==> src/design/wctm_pkg.sv <==
// Package: shared types, codes and sizes for the wall column texture mapper.
`timescale 1ns / 1ps

package wctm_pkg;

  // Field widths
  localparam int OP_W    = 3;
  localparam int ADDR_W  = 16;
  localparam int BYTE_W  = 8;
  localparam int POS_W   = 32;
  localparam int SHIFT_W = 5;
  localparam int MODE_W  = 2;
  localparam int CFG_IDX_W  = 2;
  localparam int CFG_DATA_W = 5;

  // Sizes
  localparam int TEX_ADDR_BITS_DEF = 16;
  localparam int SHADE_DEPTH       = 256;
  localparam int BLEND_DEPTH       = 65536;
  localparam int QUEUE_DEPTH       = 4;   // power of two
  localparam int BACK_STAGES       = 3;
  localparam int MAX_INFLIGHT      = QUEUE_DEPTH + BACK_STAGES;

  // Reset values and special texel
  localparam logic [SHIFT_W-1:0] TEXEL_SHIFT_RST = SHIFT_W'(16);
  localparam logic [BYTE_W-1:0]  SKIP_TEXEL      = 8'hFF;

  // Input operation codes
  localparam logic [OP_W-1:0] OP_TEX_WR   = 3'd0;
  localparam logic [OP_W-1:0] OP_SHADE_WR = 3'd1;
  localparam logic [OP_W-1:0] OP_BLEND_WR = 3'd2;
  localparam logic [OP_W-1:0] OP_BEGIN    = 3'd3;
  localparam logic [OP_W-1:0] OP_DRAW     = 3'd4;

  // Draw modes
  localparam logic [MODE_W-1:0] MODE_OPAQUE = 2'd0;
  localparam logic [MODE_W-1:0] MODE_MASKED = 2'd1;
  localparam logic [MODE_W-1:0] MODE_BLEND  = 2'd2;

  // Configuration register indexes
  localparam logic [CFG_IDX_W-1:0] CFG_TEXEL_SHIFT = 2'd0;
  localparam logic [CFG_IDX_W-1:0] CFG_DRAW_MODE   = 2'd1;
  localparam logic [CFG_IDX_W-1:0] CFG_REVERSE     = 2'd2;

  // Work kinds passed from front to back
  typedef enum logic [1:0] {
    KIND_TEX_WR,
    KIND_SHADE_WR,
    KIND_BLEND_WR,
    KIND_DRAW
  } kind_t;

  // One queued transaction (texture address travels beside it)
  typedef struct packed {
    kind_t              kind;
    logic [ADDR_W-1:0]  address;
    logic [BYTE_W-1:0]  data;
    logic [BYTE_W-1:0]  dest_pixel;
    logic               end_of_column;
  } q_entry_t;

endpackage

==> src/design/wctm_in_if.sv <==
// Interface: input channel carrying load, begin-column and draw transactions.
`timescale 1ns / 1ps

interface wctm_in_if import wctm_pkg::*; ();
  logic              valid;
  logic              ready;
  logic [OP_W-1:0]   op;
  logic [ADDR_W-1:0] address;
  logic [BYTE_W-1:0] data;
  logic [POS_W-1:0]  start_position;
  logic [POS_W-1:0]  step;
  logic [BYTE_W-1:0] dest_pixel;
  logic              end_of_column;

  modport source (
    output valid, op, address, data, start_position, step, dest_pixel, end_of_column,
    input  ready
  );
  modport sink (
    input  valid, op, address, data, start_position, step, dest_pixel, end_of_column,
    output ready
  );
endinterface

==> src/design/wctm_front.sv <==
// Front end: accepts transactions, steps the texture position, queues work.
`timescale 1ns / 1ps

module wctm_front import wctm_pkg::*; #(
  parameter int TEX_ADDR_BITS = TEX_ADDR_BITS_DEF
) (
  input  logic                     clk,
  input  logic                     rst_n,
  wctm_in_if.sink                  in_s,
  input  logic [SHIFT_W-1:0]       texel_shift,
  input  logic                     q_full,
  output logic                     q_push,
  output q_entry_t                 q_entry,
  output logic [TEX_ADDR_BITS-1:0] q_tex_addr
);

  logic [POS_W-1:0] pos_r, pos_nxt;
  logic [POS_W-1:0] step_r, step_nxt;
  logic [POS_W-1:0] shifted;
  logic [POS_W-1:0] addr_ext;
  logic             acc;
  kind_t            kind;

  assign in_s.ready = !q_full;
  assign acc        = in_s.valid && in_s.ready;
  assign shifted    = pos_r >> texel_shift;
  assign addr_ext   = POS_W'(in_s.address);

  // Classify the transaction; load position on begin and advance it on each draw
  always_comb begin
    pos_nxt    = pos_r;
    step_nxt   = step_r;
    q_push     = 1'b0;
    kind       = KIND_DRAW;
    q_tex_addr = shifted[TEX_ADDR_BITS-1:0];
    case (in_s.op)
      OP_TEX_WR: begin
        q_push     = acc;
        kind       = KIND_TEX_WR;
        q_tex_addr = addr_ext[TEX_ADDR_BITS-1:0];
      end
      OP_SHADE_WR: begin
        q_push = acc;
        kind   = KIND_SHADE_WR;
      end
      OP_BLEND_WR: begin
        q_push = acc;
        kind   = KIND_BLEND_WR;
      end
      OP_BEGIN: begin
        if (acc) begin
          pos_nxt  = in_s.start_position;
          step_nxt = in_s.step;
        end
      end
      OP_DRAW: begin
        q_push = acc;
        kind   = KIND_DRAW;
        if (acc) begin
          pos_nxt = pos_r + step_r;
        end
      end
      default: begin
        // drop unused op codes
      end
    endcase
  end

  always_comb begin
    q_entry.kind          = kind;
    q_entry.address       = in_s.address;
    q_entry.data          = in_s.data;
    q_entry.dest_pixel    = in_s.dest_pixel;
    q_entry.end_of_column = in_s.end_of_column;
  end

  always_ff @(posedge clk) begin
    if (!rst_n) begin
      pos_r  <= '0;
      step_r <= '0;
    end else begin
      pos_r  <= pos_nxt;
      step_r <= step_nxt;
    end
  end

endmodule

==> src/flat_wrapper.sv <==
// flat-port wrapper written by rule: the top's interface ports become plain ports
module wctm_front_flat import wctm_pkg::*;
#(
  parameter int TEX_ADDR_BITS = TEX_ADDR_BITS_DEF
)
  (clk, rst_n, texel_shift, q_full, q_push, q_entry, q_tex_addr, in_s_valid, in_s_op, in_s_address, in_s_data, in_s_start_position, in_s_step, in_s_dest_pixel, in_s_end_of_column, in_s_ready);
  wctm_in_if in_s_i ();
  input  logic clk;
  input  logic rst_n;
  input  logic [SHIFT_W-1:0] texel_shift;
  input  logic q_full;
  output logic q_push;
  output q_entry_t q_entry;
  output logic [TEX_ADDR_BITS-1:0] q_tex_addr;
  input wire logic [$bits(in_s_i.valid)-1:0] in_s_valid;
  input wire logic [$bits(in_s_i.op)-1:0] in_s_op;
  input wire logic [$bits(in_s_i.address)-1:0] in_s_address;
  input wire logic [$bits(in_s_i.data)-1:0] in_s_data;
  input wire logic [$bits(in_s_i.start_position)-1:0] in_s_start_position;
  input wire logic [$bits(in_s_i.step)-1:0] in_s_step;
  input wire logic [$bits(in_s_i.dest_pixel)-1:0] in_s_dest_pixel;
  input wire logic [$bits(in_s_i.end_of_column)-1:0] in_s_end_of_column;
  output wire logic [$bits(in_s_i.ready)-1:0] in_s_ready;
  assign in_s_i.valid = in_s_valid;
  assign in_s_i.op = in_s_op;
  assign in_s_i.address = in_s_address;
  assign in_s_i.data = in_s_data;
  assign in_s_i.start_position = in_s_start_position;
  assign in_s_i.step = in_s_step;
  assign in_s_i.dest_pixel = in_s_dest_pixel;
  assign in_s_i.end_of_column = in_s_end_of_column;
  assign in_s_ready = in_s_i.ready;
  wctm_front #(.TEX_ADDR_BITS(TEX_ADDR_BITS)) u_core (.clk(clk), .rst_n(rst_n), .in_s(in_s_i), .texel_shift(texel_shift), .q_full(q_full), .q_push(q_push), .q_entry(q_entry), .q_tex_addr(q_tex_addr));
endmodule
==> config.mk <==
export PLATFORM = sky130hd
export DESIGN_NAME = wctm_front_flat
export DESIGN_NICKNAME = d
export VERILOG_FILES = /design/src/design/wctm_pkg.sv /design/src/design/wctm_in_if.sv /design/src/design/wctm_front.sv /design/src/flat_wrapper.sv
export SDC_FILE = /design/constraint.sdc
export NUM_CORES = 1
export LEC_CHECK = 0
export ABC_AREA = 1
export BUFFER_PORTS_ARGS = -buffer_cell sky130_fd_sc_hd__buf_4
export CORE_MARGIN = 4
export CORE_UTILIZATION = 50
export CTS_CLUSTER_SIZE = 28
export DETAILED_ROUTE_END_ITERATION = 16
export HOLD_SLACK_MARGIN = 0.15
export PLACE_DENSITY = 0.75
export SLEW_MARGIN = 20
export SYNTH_ARGS = -nofsm -noshare
export SYNTH_HDL_FRONTEND = slang
export SYNTH_SLANG_ARGS = --single-unit
==> constraint.sdc <==
create_clock -name clk -period 4.13 [get_ports clk]
set_input_delay 0.826 -clock clk [delete_from_list [all_inputs] [get_ports clk]]
set_output_delay 0.826 -clock clk [all_outputs]
set_load 0.01 [all_outputs]
==> out/metrics.cfg <==
[flow_run]
cap_violations = 0

[critical_path]
cp_max_fo = 33
path_common_cell = nand2_1
r2r_cells = 12
reg2reg_slack_ps = 1870
required_ps = 3300
crit_chain = buf_4, inv_2, nand2_1, nand2_1, nor2_1, a31oi_2, nand2_1, o21ai_0, o21bai_1, a21oi_1, buf_4
crit_type = in -> out
crit_path_end_kind = output pin
rr_endpoint = u_core.pos_r[28]
slowest_delay_ps = 400
cp_top_family = buffers and inverters
regToRegStartpoint = u_core.step_r[0]
cpMaxStageDelayCell = inv_2
worst-path-buf-inv = 3
cp-start-kind = input port
cp.arrival_ps = 2550

[cts]
htree_levels = 3
clkTransAtPathRegs_ps = 50
post_cts_resized = 0
cts_inserted_buffers = 9
ctsHoldBuffers = 0
clockBufferDepth = 2
cts.sink_count = 64
cts_tree = yes
post-cts-setup-buffers = 0
root_buffer = clkbuf_16
insertion_delay_ps = 350

[route]
vias = 7476
post_drt_wl_per_cell_um = 13.7
finalWirelength_um = 19900
ant_nets = 0
firstDrtPassIters = 7
drt_iter0_markers = 577
drc_errors = 0
viasPerCell = 5.14

[pwr]
power_leakage_nw = 4.02
max-vdd-ir-drop_mv = 0.173
power_density_nw_per_um2 = 237
power.total_mw = 1.84

[synthesis]
seq_area_frac_synth_pct = 18.9
synth_flop_cell = dfxtp_1
avgSynthCellArea_um2 = 5.57
synth_nets = 1356
ys_types = 41
yosys_warnings = 0
synth_edf_count = 0
netlist_area_um2 = 6770
ys_ff_latch = 64
synthCells = 1215
async_flop_share_pct = 0

[die]
placementRows = 42
io_pins = 162
fp.dieW_um = 124
die_area_um2 = 15500
fp.coreArea_um2 = 13200
die_height_um = 124
start_util_pct = 51.1

[finish]
nNetsFinal = 1415
utilization_pct = 58.6
area_growth_pct = 14.7
drive_gt1_share_pct = 14.3
antenna_cells = 0

[hold_path]
hold_start = u_core.step_r[18]
hold_depth = 2
hold_end = u_core.step_r[18]
min_path_type = reg -> reg

[global_routing]
gr-total-overflow = 0
antenna_found_initial = 0
grt_most_used_layer = met2
grt_pass1_vias = 7007
gr-usage-met3_pct = 5.19
grt_util_met1_pct = 32.8
grt_pass1_wl_um = 33400
grt_util_met2_pct = 43.7
track_usage_pct = 25.7
grt_max_degree = 51

[timing]
period_share_pct = 81.8
rsz0062_at_grt = no
clock_skew_ps = 7.98
whs_ps = 494
setup_tns_ps = 0
slew_headroom_pct = 35.5
max_freq_mhz = 296
fin_crit_ps = 3380
finalSetupViolCount = 0
worst_pin_slew_ps = 967
hold_viol = 0
slew_viol_final = 0

[placed_design]
gp_congestion = 0.950
dp_hpwl_um = 15600
numPortBuffers = 127

[run_status]
status = finished, final reports clean

synth_stat cells (all sizes together) (3+ instances only):
cell type / n / area (um^2)
a21oi: 90 / 458
mux2i: 4 / 40.0
nand4: 3 / 18.8
or2: 8 / 50.1
nand3: 73 / 370
o21ai: 99 / 522
buf: 65 / 449
o211ai: 12 / 100
nor2: 160 / 616
clkbuf: 18 / 67.6
inv: 136 / 510
nor3: 5 / 35.0
xor2: 14 / 123
nand2: 410 / 1560
a31oi: 11 / 75.1
ha: 31 / 388
dfxtp: 64 / 1280
o21bai: 4 / 30.0
layout by cell type (no fill, tap or decap), types with 7 or more instances in the layout:
cell         n
inv_1      129
a21oi_1     88
o21ai_2      7
ha_1        31
clkbuf_16    9
xor2_1      14
nand2_2      9
a31oi_1     10
o21ai_0     59
nand3_1     72
o21ai_1     33
nand2_1    401
nor2_1     156
dfxtp_1     64
o211ai_1    10
inv_2        7
buf_4      131
worst reg2reg max path: cells and delay by family, from the launching register on:
kind            cells  cell delay, ps
compound gates      1              50
fa+ha+maj           2             720
flops               1             310
simple gates        9            1040
worst max path at each step:
stage / from / to / slack [ps] / cells after the start
CTS: texel_shift[0] / q_tex_addr[8] / 780 / 11
floorplan: texel_shift[0] / q_tex_addr[11] / 1480 / 9
global route: texel_shift[0] / q_tex_addr[8] / 540 / 12
global placement: texel_shift[0] / q_tex_addr[8] / 800 / 11
finish: texel_shift[0] / q_tex_addr[8] / 750 / 11
detailed placement: texel_shift[0] / q_tex_addr[8] / 780 / 12
cell type report:
class	count	area [um^2]
fillers	1424	5480
multi-input cells	932	4460
flip-flops and latches	64	1280
repair buffers	131	983
inverters	136	510
clock buffers	13	270
well taps	176	220
clock inverters	2	37.5
metal layers:
| metal | vias up | routed length [um] |
|---|---|---|
| met5 | - | 0 |
| met4 | 0 | 533 |
| met3 | 38 | 983 |
| met2 | 193 | 9310 |
| met1 | 3299 | 9090 |
| li1 | 3946 | - |
flip-flops by register name, summed over array words and instances, names as in the netlist:
name / count
u_core.pos_r: 32
u_core.step_r: 32
logic make-up (layout without fill, tap and decap cells):
family                   Yosys count  count (layout)  synth area share, %
adder cells (fa/ha/maj)           32              32                 6.03
XOR/XNOR                          16              16                 2.07
flip-flops                        64              64                 18.9
multiplexers                       4               4                0.592
AND/OR/NAND/NOR                  661             661                 39.4
buffers and inverters            219             282                 15.2
AO/OA/AOI/OAI                    219             219                 17.8
metrics by stage:
| step | worst slack, ps | area, um^2 | std cells |
|---|---|---|---|
| 3_3_place_gp | 802 | 7460 | 1439 |
| 3_5_place_dp | 780 | 7460 | 1439 |
| 2_1_floorplan | 1480 | 6770 | 1215 |
| 5_1_grt | 537 | 7760 | 1454 |
| 4_1_cts | 780 | 7760 | 1454 |
| 6_report | 750 | 7760 | 1454 |
power breakdown:
| group | switching [mW] | total, mW | leakage, nW | internal [mW] |
|---|---|---|---|---|
| registers | 0.0200 | 0.655 | 0.518 | 0.635 |
| clock network | 0.281 | 0.794 | 0.148 | 0.513 |
| logic | 0.219 | 0.393 | 3.35 | 0.174 |
| total | 0.520 | 1.84 | 4.02 | 1.32 |
Note: power is estimated with default switching activity, not from simulation.
