$ cat config.mk
export PLATFORM = sky130hd
export DESIGN_NAME = wctm_queue
export DESIGN_NICKNAME = d
export VERILOG_FILES = /design/src/design/wctm_pkg.sv /design/src/design/wctm_queue.sv
export SDC_FILE = /design/constraint.sdc
export NUM_CORES = 1
export LEC_CHECK = 0
export ABC_CLOCK_PERIOD_IN_PS = 2300
export BUFFER_PORTS_ARGS = -buffer_cell sky130_fd_sc_hd__buf_2
export CORE_UTILIZATION = 49
export CTS_CLUSTER_SIZE = 16
export DETAILED_ROUTE_END_ITERATION = 10
export PLACE_DENSITY_LB_ADDON = 0.25
export SETUP_SLACK_MARGIN = 0.5
export SLEW_MARGIN = 15
export SYNTH_ARGS = -nofsm -noshare
export SYNTH_HDL_FRONTEND = slang
export SYNTH_SLANG_ARGS = --single-unit
$ cat constraint.sdc
create_clock -name clk -period 2.3 [get_ports clk]
set_input_delay 0.345 -clock clk [delete_from_list [all_inputs] [get_ports clk]]
set_output_delay 0.345 -clock clk [all_outputs]
set_load 0.005 [all_outputs]
$ cat src/design/wctm_pkg.sv
// Package: shared types, codes and sizes for the wall column texture mapper.
`timescale 1ns / 1ps

package wctm_pkg;

  // Field widths
  localparam int OP_W    = 3;
  localparam int ADDR_W  = 16;
  localparam int BYTE_W  = 8;
  localparam int POS_W   = 32;
  localparam int SHIFT_W = 5;
  localparam int MODE_W  = 2;
  localparam int CFG_IDX_W  = 2;
  localparam int CFG_DATA_W = 5;

  // Sizes
  localparam int TEX_ADDR_BITS_DEF = 16;
  localparam int SHADE_DEPTH       = 256;
  localparam int BLEND_DEPTH       = 65536;
  localparam int QUEUE_DEPTH       = 4;   // power of two
  localparam int BACK_STAGES       = 3;
  localparam int MAX_INFLIGHT      = QUEUE_DEPTH + BACK_STAGES;

  // Reset values and special texel
  localparam logic [SHIFT_W-1:0] TEXEL_SHIFT_RST = SHIFT_W'(16);
  localparam logic [BYTE_W-1:0]  SKIP_TEXEL      = 8'hFF;

  // Input operation codes
  localparam logic [OP_W-1:0] OP_TEX_WR   = 3'd0;
  localparam logic [OP_W-1:0] OP_SHADE_WR = 3'd1;
  localparam logic [OP_W-1:0] OP_BLEND_WR = 3'd2;
  localparam logic [OP_W-1:0] OP_BEGIN    = 3'd3;
  localparam logic [OP_W-1:0] OP_DRAW     = 3'd4;

  // Draw modes
  localparam logic [MODE_W-1:0] MODE_OPAQUE = 2'd0;
  localparam logic [MODE_W-1:0] MODE_MASKED = 2'd1;
  localparam logic [MODE_W-1:0] MODE_BLEND  = 2'd2;

  // Configuration register indexes
  localparam logic [CFG_IDX_W-1:0] CFG_TEXEL_SHIFT = 2'd0;
  localparam logic [CFG_IDX_W-1:0] CFG_DRAW_MODE   = 2'd1;
  localparam logic [CFG_IDX_W-1:0] CFG_REVERSE     = 2'd2;

  // Work kinds passed from front to back
  typedef enum logic [1:0] {
    KIND_TEX_WR,
    KIND_SHADE_WR,
    KIND_BLEND_WR,
    KIND_DRAW
  } kind_t;

  // One queued transaction (texture address travels beside it)
  typedef struct packed {
    kind_t              kind;
    logic [ADDR_W-1:0]  address;
    logic [BYTE_W-1:0]  data;
    logic [BYTE_W-1:0]  dest_pixel;
    logic               end_of_column;
  } q_entry_t;

endpackage

$ cat src/design/wctm_queue.sv
// Small flop-based FIFO decoupling the front end from the lookup pipeline.
`timescale 1ns / 1ps

module wctm_queue import wctm_pkg::*; #(
  parameter int WIDTH = 8,
  parameter int DEPTH = QUEUE_DEPTH
) (
  input  logic             clk,
  input  logic             rst_n,
  input  logic             push,
  input  logic [WIDTH-1:0] push_data,
  input  logic             pop,
  output logic [WIDTH-1:0] pop_data,
  output logic             empty,
  output logic             full
);

  localparam int PTR_W = $clog2(DEPTH);
  localparam int CNT_W = PTR_W + 1;

  logic [WIDTH-1:0] mem_r [DEPTH];
  logic [PTR_W-1:0] wr_ptr_r, rd_ptr_r;
  logic [CNT_W-1:0] cnt_r, cnt_nxt;
  logic             do_push, do_pop;

  assign empty    = (cnt_r == '0);
  assign full     = (cnt_r == CNT_W'(DEPTH));
  assign do_push  = push && !full;
  assign do_pop   = pop && !empty;
  assign pop_data = mem_r[rd_ptr_r];

  always_comb begin
    case ({do_push, do_pop})
      2'b10:   cnt_nxt = cnt_r + 1'b1;
      2'b01:   cnt_nxt = cnt_r - 1'b1;
      default: cnt_nxt = cnt_r;
    endcase
  end

  // Store entry at the write pointer
  always_ff @(posedge clk) begin
    if (do_push) begin
      mem_r[wr_ptr_r] <= push_data;
    end
  end

  // Advance pointers and occupancy
  always_ff @(posedge clk) begin
    if (!rst_n) begin
      wr_ptr_r <= '0;
      rd_ptr_r <= '0;
      cnt_r    <= '0;
    end else begin
      if (do_push) begin
        wr_ptr_r <= PTR_W'(wr_ptr_r + 1'b1);
      end
      if (do_pop) begin
        rd_ptr_r <= PTR_W'(rd_ptr_r + 1'b1);
      end
      cnt_r <= cnt_nxt;
    end
  end

endmodule

==> results of run 1 <==
-- routing by layer --
metal  global-route usage  wire [µm]
met5                    0          0
met3               0.0606        102
met4               0.0797         48
met1                0.216       1100
met2                0.283       1290
-- flip-flops by register name, summed over array words and instances, names as in the netlist, named ones only --
signal / flops
mem_r: 32
cnt_r: 3
rd_ptr_r: 2
wr_ptr_r: 2
-- cell families after synthesis --
kind of cell,after synthesis,synth area share
AOI/OAI and AO/OA,7,0.0243
muxes,10,0.122
adders and majority gates,6,0.0502
DFF,41,0.694
buffers and inverters,10,0.0244
and+or+nand+nor,20,0.0746
xor gates and xnor gates,2,0.0107
-- power by group through the flow --
stage | registers [W] | clock network [W] | logic (W)
final | 0.00100 | 0.000448 | 0.000662
after global routing | 0.00102 | 0.000492 | 0.000744
after CTS | 0.000990 | 0.000460 | 0.000612
after detailed placement | 0.00101 | 0 | 0.000534
after floorplan | 0.000973 | 0 | 0.000385
after global placement | 0.00101 | 0 | 0.000513
-- worst min-delay path by stage --
stage / depth (start not counted) / slack [ns] / end
floorplan: 0 / 0.44 / mem_r[0][0]
global placement: 2 / 0.48 / rd_ptr_r[0]
detailed placement: 2 / 0.49 / rd_ptr_r[0]
CTS: 1 / 0.20 / mem_r[3][0]
global route: 1 / 0.18 / mem_r[3][0]
finish: 1 / 0.21 / mem_r[0][0]
-- repair_timing --
| action | in CTS | in global routing |
|---|---|---|
| pin swaps | 0 | 2 |
| setup endpoints to repair | 10 | 10 |
| resized for setup | 9 | 3 |
| buffers inserted | 4 | 3 |
-- cell type report --
class,instances,area (µm²),share of cell area
Sequential cell,41,1150,0.581
Multi-Input combinational cell,45,495,0.249
Timing Repair Buffer,30,184,0.0926
Tap cell,44,55.1,0.0277
Clock buffer,6,41.3,0.0208
Clock inverter,2,35.0,0.0176
Inverter,6,22.5,0.0113
-- critical path, cell delays in order, from the launching register on --
cell and delay [ns]:
dfxtp_4 0.38, nor3b_4 0.22, nor2b_2 0.07, inv_2 0.07, ha_4 0.14, inv_2 0.04, fa_2 0.33, xor2_1 0.15
or3_1 0.32, a21boi_1 0.14
-- stage by stage --
stage                     setup WS, ns  hold WS (ns)
final                            0.380         0.208
after global routing             0.273         0.183
after CTS                        0.379         0.195
after detailed placement         0.247         0.491
after global placement           0.394         0.478
after floorplan                  0.369         0.444
-- placed cells by master, fill, tap and decap left out, types with 2 or more instances in the layout --
cell type,n
dfxtp_4,3
o21ai_0,4
ha_1,4
a21boi_1,2
mux4_2,8
buf_4,6
edfxtp_1,32
or3_1,2
buf_2,21
nand2_1,7
dfxtp_1,5
buf_6,3
and2_1,6
inv_2,2
nor2b_2,2
mux2i_1,2
inv_1,4
clkbuf_4,5
==> reports/metrics.csv, run 1 <==
stage,metric,value,unit
yosys,"count leader, synth",edfxtp_1,
grt,first-pass GRT wire length,4290,µm
floorplan,die height,59.9,µm
outcome,status,finished clean,
power,Total Power,0.00211,W
place,gpl congestion,0.725,
timing,fin crit period,1.92,ns
yosys,most instantiated cells after synthesis,"edfxtp_1 (32), dfxtp_1 (9), mux4_2 (8)",
worst_setup_path,CP Launch Type,flop,
worst_setup_path,CP required,2.56,ns
floorplan,Placement Rows,20,
route,DR vias/cell,5.04,
route,via count,877,
worst_setup_path,reg-to-reg startpoint,cnt_r[0],
power,LEAKAGE,0.715,nW
yosys,dominant synthesized flop cell,edfxtp_1,
timing,RSZ-0062 raised after global routing,yes,
hold_path,hold crit path type,input pin to flop,
hold_path,hold wc startpoint,push_data[0],
grt,largest net degree at the start of global routing,14,
yosys,"area leader, netlist",edfxtp_1,
place,number of port buffers,21,
final_layout,fillers,231,
power,pwr/cell area,1060,nW/µm²
worst_setup_path,CP Class,flop to flop,
power,switching share of power,0.271,
clocking,Clock Tree Root,clkbuf_4,
floorplan,CORE AREA,3130,µm²
route,drt pass-1 iters,4,
final_layout,"Cell Count, Final, Fillers Out",174,
route,DRT iter0 DRCs,24,
yosys,Netlist cell types,21,
grt,initial antenna violation count,0,
place,Post-DP HPWL,1790,µm
clocking,CTS Hold Buffers Added,0,
floorplan,die area,3590,µm²
yosys,#FFs+latches synth,41,
worst_setup_path,CP Capture Type,flop,
place,DP Cell Count,159,
timing,fin. max-slew vios,0,
worst_setup_path,Critical Path Start,cnt_r[0],
grt,gr ovfl total,0,
final_layout,Area Overhead vs Synth,20.9,%
clocking,CTS tree,built,
clocking,clk_lat worst skew,0.34,ns
yosys,Post-synth EDFFs,32,
run,MaxCap Viol Count,0,
timing,Final Cycle Share,0.835,
place,DP Area,1830,µm²
worst_setup_path,reg-to-reg endpoint,cnt_r[2],
timing,Clock Skew,0.0132,ns
yosys,"Net Count, Synth",114,
power,Clk network pwr share,0.212,
yosys,cells after synthesis,96,
timing,Fmax achieved,0.521,GHz
clocking,clock slew at reported path FFs,0.12,ns
worst_setup_path,Worst setup endpoint,cnt_r[2],
clocking,H-Tree Depth,2,
timing,Final TNS setup,0,ns
yosys,asr flop ratio synth,0,
worst_setup_path,Worst Path Arrival,2.18,ns
timing,Rel. slew slack,0.715,
floorplan,# IOs,22,
final_layout,Final Util,0.635,
clocking,CTS sink count,41,
final_layout,ant diodes,0,
power,net switching power,0.000572,W
yosys,share of the synthesized area in the top cell type,0.584,
yosys,Syn. warnings,0,
floorplan,overall die width,59.9,µm
worst_setup_path,r2r setup slk,0.38,ns
clocking,CTS Buf Count,5,
grt,number of global-route vias before repair,916,
timing,endpoints failing hold,0,
clocking,clock buffer depth,2,
worst_setup_path,critical path peak fanout,3,
route,Avg WL per Cell,14.6,µm
final_layout,Finished Cell Area,1990,µm²
yosys,synth top area cells,"edfxtp_1 (58%), dfxtp_1 (11%), mux4_2 (11%)",
power,VDD IR max,0.707,mV
route,drc violations,0,
timing,setup violators final,0,
yosys,"Seq/Total Area, Yosys",0.694,
power,P_int,0.00154,W
final_layout,nets,147,
worst_setup_path,R2R cell count,9,
yosys,Syn Std Cell Area,1640,µm²
route,DRT antenna net count,0,
route,final WL,2540,µm
floorplan,Initial Utilization,0.526,
yosys,Post-Syn Area per Cell,17.1,µm²
power,Comb pwr share,0.314,
power,Sequential Power Share,0.474,
final_layout,share of layout cells above drive strength 1,0.438,
grt,gr usage total,0.176,
timing,actual slew at the worst max-slew pin,0.427,ns
(Power assumes the default switching activity.)
==> inputs of run 2 (changes only) <==
--- a/config.mk
+++ b/config.mk
@@ -5,7 +5,8 @@
 export SDC_FILE = /design/constraint.sdc
 export NUM_CORES = 1
 export LEC_CHECK = 0
-export ABC_CLOCK_PERIOD_IN_PS = 2300
+export ABC_AREA = 1
+export ABC_CLOCK_PERIOD_IN_PS = 1590
 export BUFFER_PORTS_ARGS = -buffer_cell sky130_fd_sc_hd__buf_2
 export CORE_UTILIZATION = 49
 export CTS_CLUSTER_SIZE = 16
==> constraint.sdc (replaced) <==
create_clock -name clk -period 1.59 [get_ports clk]
set_input_delay 0.2385 -clock clk [delete_from_list [all_inputs] [get_ports clk]]
set_output_delay 0.2385 -clock clk [all_outputs]
set_load 0.005 [all_outputs]
==> run 2 against run 1 <==
Effect of this change:
- the run now ends with setup timing left
- non-clock buffer count increased by 13
- core utilization increased by 12 points
- cell count increased by 38%
- flip-flop and latch count unchanged
- sequential share of layout area decreased by 9.3 points
- sequential power increased by 43%
- via count increased by 37%
- worst setup slack got worse by 0.39 ns
- critical path type is now flop to output pin
- largest cell class unchanged
- highest routed layer unchanged
==> reports/metrics.csv, run 2 <==
stage,metric,value,unit
final_layout,max reg flops,32,
worst_setup_path,CP required,1.35,ns
clocking,clk_lat worst skew,0.36,ns
clocking,CTS tree,built,
clocking,H-Tree Depth,2,
place,pre-CTS WS,-0.0321,ns
timing,fin. max-slew vios,0,
worst_setup_path,CP Buf/Inv Count,4,
timing,actual slew at the worst max-slew pin,0.237,ns
grt,first-pass GRT wire length,4920,µm
worst_setup_path,Worst Path Arrival,1.36,ns
worst_setup_path,CP Launch Type,flop,
worst_setup_path,Levels on crit path,6,
worst_setup_path,reg-to-reg startpoint,cnt_r[1],
timing,Final Cycle Share,1.00,
timing,Fmax achieved,0.627,GHz
route,drt pass-1 iters,4,
worst_setup_path,R2R cell count,12,
timing,fin crit period,1.60,ns
final_layout,most frequent cells in the layout,"edfxtp_1 (32), buf_2 (21), inv_1 (16), nor2_1 (16), o21ai_2 (14)",
floorplan,Initial Utilization,0.537,
route,DR vias/cell,5.02,
yosys,synth top area cells,"edfxtp_1 (57%), dfxtp_1 (11%), nor2_1 (5.5%)",
yosys,Syn. warnings,0,
timing,Clock Skew,0.0220,ns
yosys,most instantiated cells after synthesis,"edfxtp_1 (32), nor2_1 (25), inv_1 (19)",
timing,setup violators final,1,
yosys,cells after synthesis,146,
outcome,status,"complete, but fails checks",
power,VDD IR max,1.06,mV
worst_setup_path,Top delay family on crit path,buffers and inverters,
worst_setup_path,CP Capture Type,output pin,
power,pwr/cell area,1450,nW/µm²
place,gpl congestion,0.822,
clocking,clock slew at reported path FFs,0.13,ns
hold_path,hold wc startpoint,push_data[5],
power,LEAKAGE,0.918,nW
yosys,"area leader, netlist",edfxtp_1,
place,Post-DP HPWL,2090,µm
yosys,Syn Std Cell Area,1690,µm²
final_layout,largest registers,"mem_r: 32 flops, cnt_r: 3 flops",
worst_setup_path,Worst setup endpoint,empty,
clocking,CTS Buf Count,5,
route,via count,1204,
place,number of port buffers,21,
grt,initial antenna violation count,0,
yosys,#FFs+latches synth,41,
worst_setup_path,CP Class,flop to output pin,
worst_setup_path,worst path cell trace,nor2_4 > nand2_2 > buf_4 > buf_4 > inv_1 > buf_2,
final_layout,share of layout cells above drive strength 1,0.520,
place,DP Cell Count,217,
final_layout,nets,213,
floorplan,# IOs,22,
yosys,Post-synth EDFFs,32,
grt,gr ovfl total,0,
yosys,"count leader, synth",edfxtp_1,
outcome,failing checks,setup timing,
floorplan,Placement Rows,20,
route,Avg WL per Cell,15.7,µm
worst_setup_path,Critical-path top delay cell,dfxtp_4,
timing,worst hold slack,0.0906,ns
hold_path,hold crit path type,input pin to flop,
route,drc violations,0,
yosys,dominant synthesized flop cell,edfxtp_1,
clocking,Clock Tree Root,clkbuf_4,
final_layout,Reg area,1150,µm²
yosys,"Net Count, Synth",164,
worst_setup_path,Max stage delay on crit path,0.38,ns
final_layout,"commonest non-fill, non-tap cell in the layout",edfxtp_1,
route,DRT antenna net count,0,
timing,RSZ-0062 raised after global routing,yes,
final_layout,fillers,214,
final_layout,"Cell Count, Final, Fillers Out",240,
timing,Rel. slew slack,0.840,
final_layout,area of the multi-input gates,651,µm²
yosys,share of the synthesized area in the top cell type,0.568,
timing,endpoints failing hold,0,
worst_setup_path,critical path peak fanout,3,
final_layout,Area Overhead vs Synth,39.9,%
worst_setup_path,CP dominant cell by count,buf_4,
floorplan,CORE AREA,3150,µm²
worst_setup_path,r2r setup slk,0.02,ns
floorplan,die height,60.8,µm
yosys,Netlist cell types,18,
clocking,CTS sink count,41,
final_layout,Largest Register,mem_r,
grt,number of global-route vias before repair,1115,
route,DRT iter0 DRCs,61,
yosys,asr flop ratio synth,0,
yosys,Post-Syn Area per Cell,11.6,µm²
floorplan,overall die width,60.8,µm
worst_setup_path,Critical Path Start,cnt_r[1],
timing,Setup WS post-layout,-0.00536,ns
yosys,"Seq/Total Area, Yosys",0.675,
worst_setup_path,reg-to-reg endpoint,cnt_r[2],
grt,largest net degree at the start of global routing,17,
route,final WL,3780,µm
final_layout,ant diodes,0,
grt,gr usage total,0.198,
run,MaxCap Viol Count,0,
floorplan,die area,3690,µm²
clocking,clock buffer depth,2,
## run 2: area by class of cell
class                           count  area share
Tap cell                           44      0.0233
Sequential cell                    41       0.488
Multi-Input combinational cell     83       0.275
Clock buffer                        8      0.0248
Timing Repair Buffer               43       0.142
Inverter                           20      0.0407
Timing Repair inverter              1     0.00687
## run 2: through the flow
| step | area [µm²] | power (W) | TNS [ns] | util |
|---|---|---|---|---|
| detailed placement | 1910 | 0.00230 | -0.0321 | 0.607 |
| global route | 2370 | 0.00360 | -0.174 | 0.751 |
| finish | 2370 | 0.00343 | -0.00536 | 0.751 |
| global placement | 1910 | 0.00226 | 0 | 0.607 |
| floorplan | 1720 | 0.00198 | 0 | - |
| CTS | 2140 | 0.00302 | 0 | 0.679 |
## run 2: power breakdown
| group | leakage (nW) | switching (W) | internal, W |
|---|---|---|---|
| Combinational | 0.515 | 0.000759 | 0.000696 |
| Sequential | 0.370 | 0.000116 | 0.00131 |
| Clock | 0.0326 | 0.000326 | 0.000219 |
| Total | 0.918 | 0.00120 | 0.00222 |
## run 2: repair_timing
action / in CTS / in global routing
setup endpoints to repair: 45 / 49
pin swaps: 20 / 14
buffers inserted: 7 / 7
hold buffers: 0 / 0
resized for setup: 40 / 46
cloned: 0 / 1
## run 2: worst min-delay path by stage
stage / endpoint / slack [ns] / cells past startpoint
global placement: mem_r[3][2] / 0.45 / 1
floorplan: mem_r[0][0] / 0.34 / 0
detailed placement: mem_r[1][4] / 0.46 / 1
CTS: mem_r[3][4] / 0.08 / 1
finish: mem_r[2][5] / 0.09 / 1
global route: mem_r[0][5] / 0.08 / 1
## run 2: cell families (layout without fill, tap and decap cells)
| kind of cell | count (synthesis) | after routing | share of synthesized area |
|---|---|---|---|
| AND/OR/NAND/NOR | 46 | 46 | 0.115 |
| adder cells (fa/ha/maj) | 6 | 6 | 0.0488 |
| AO/OA/AOI/OAI | 31 | 31 | 0.104 |
| buffers and inverters | 22 | 72 | 0.0577 |
| flip-flops | 41 | 41 | 0.675 |
## run 2: layer usage
metal	track usage	vias to the layer above	wire, µm
met5	0	-	0
met4	0.0877	0	46
met3	0.0661	6	125
met2	0.345	28	2150
met1	0.220	573	1450
li1	-	597	-
## run 2: worst reg2reg max path, stage by stage, from the launching register on
cell,delay [ns]
dfxtp_4,0.38
nor2_4,0.12
nand2_4,0.07
nand2_4,0.07
ha_4,0.14
inv_2,0.04
fa_2,0.34
inv_1,0.06
nand2_1,0.06
nand3_2,0.06
nand2_1,0.05
nand2_1,0.05
nor2_1,0.04
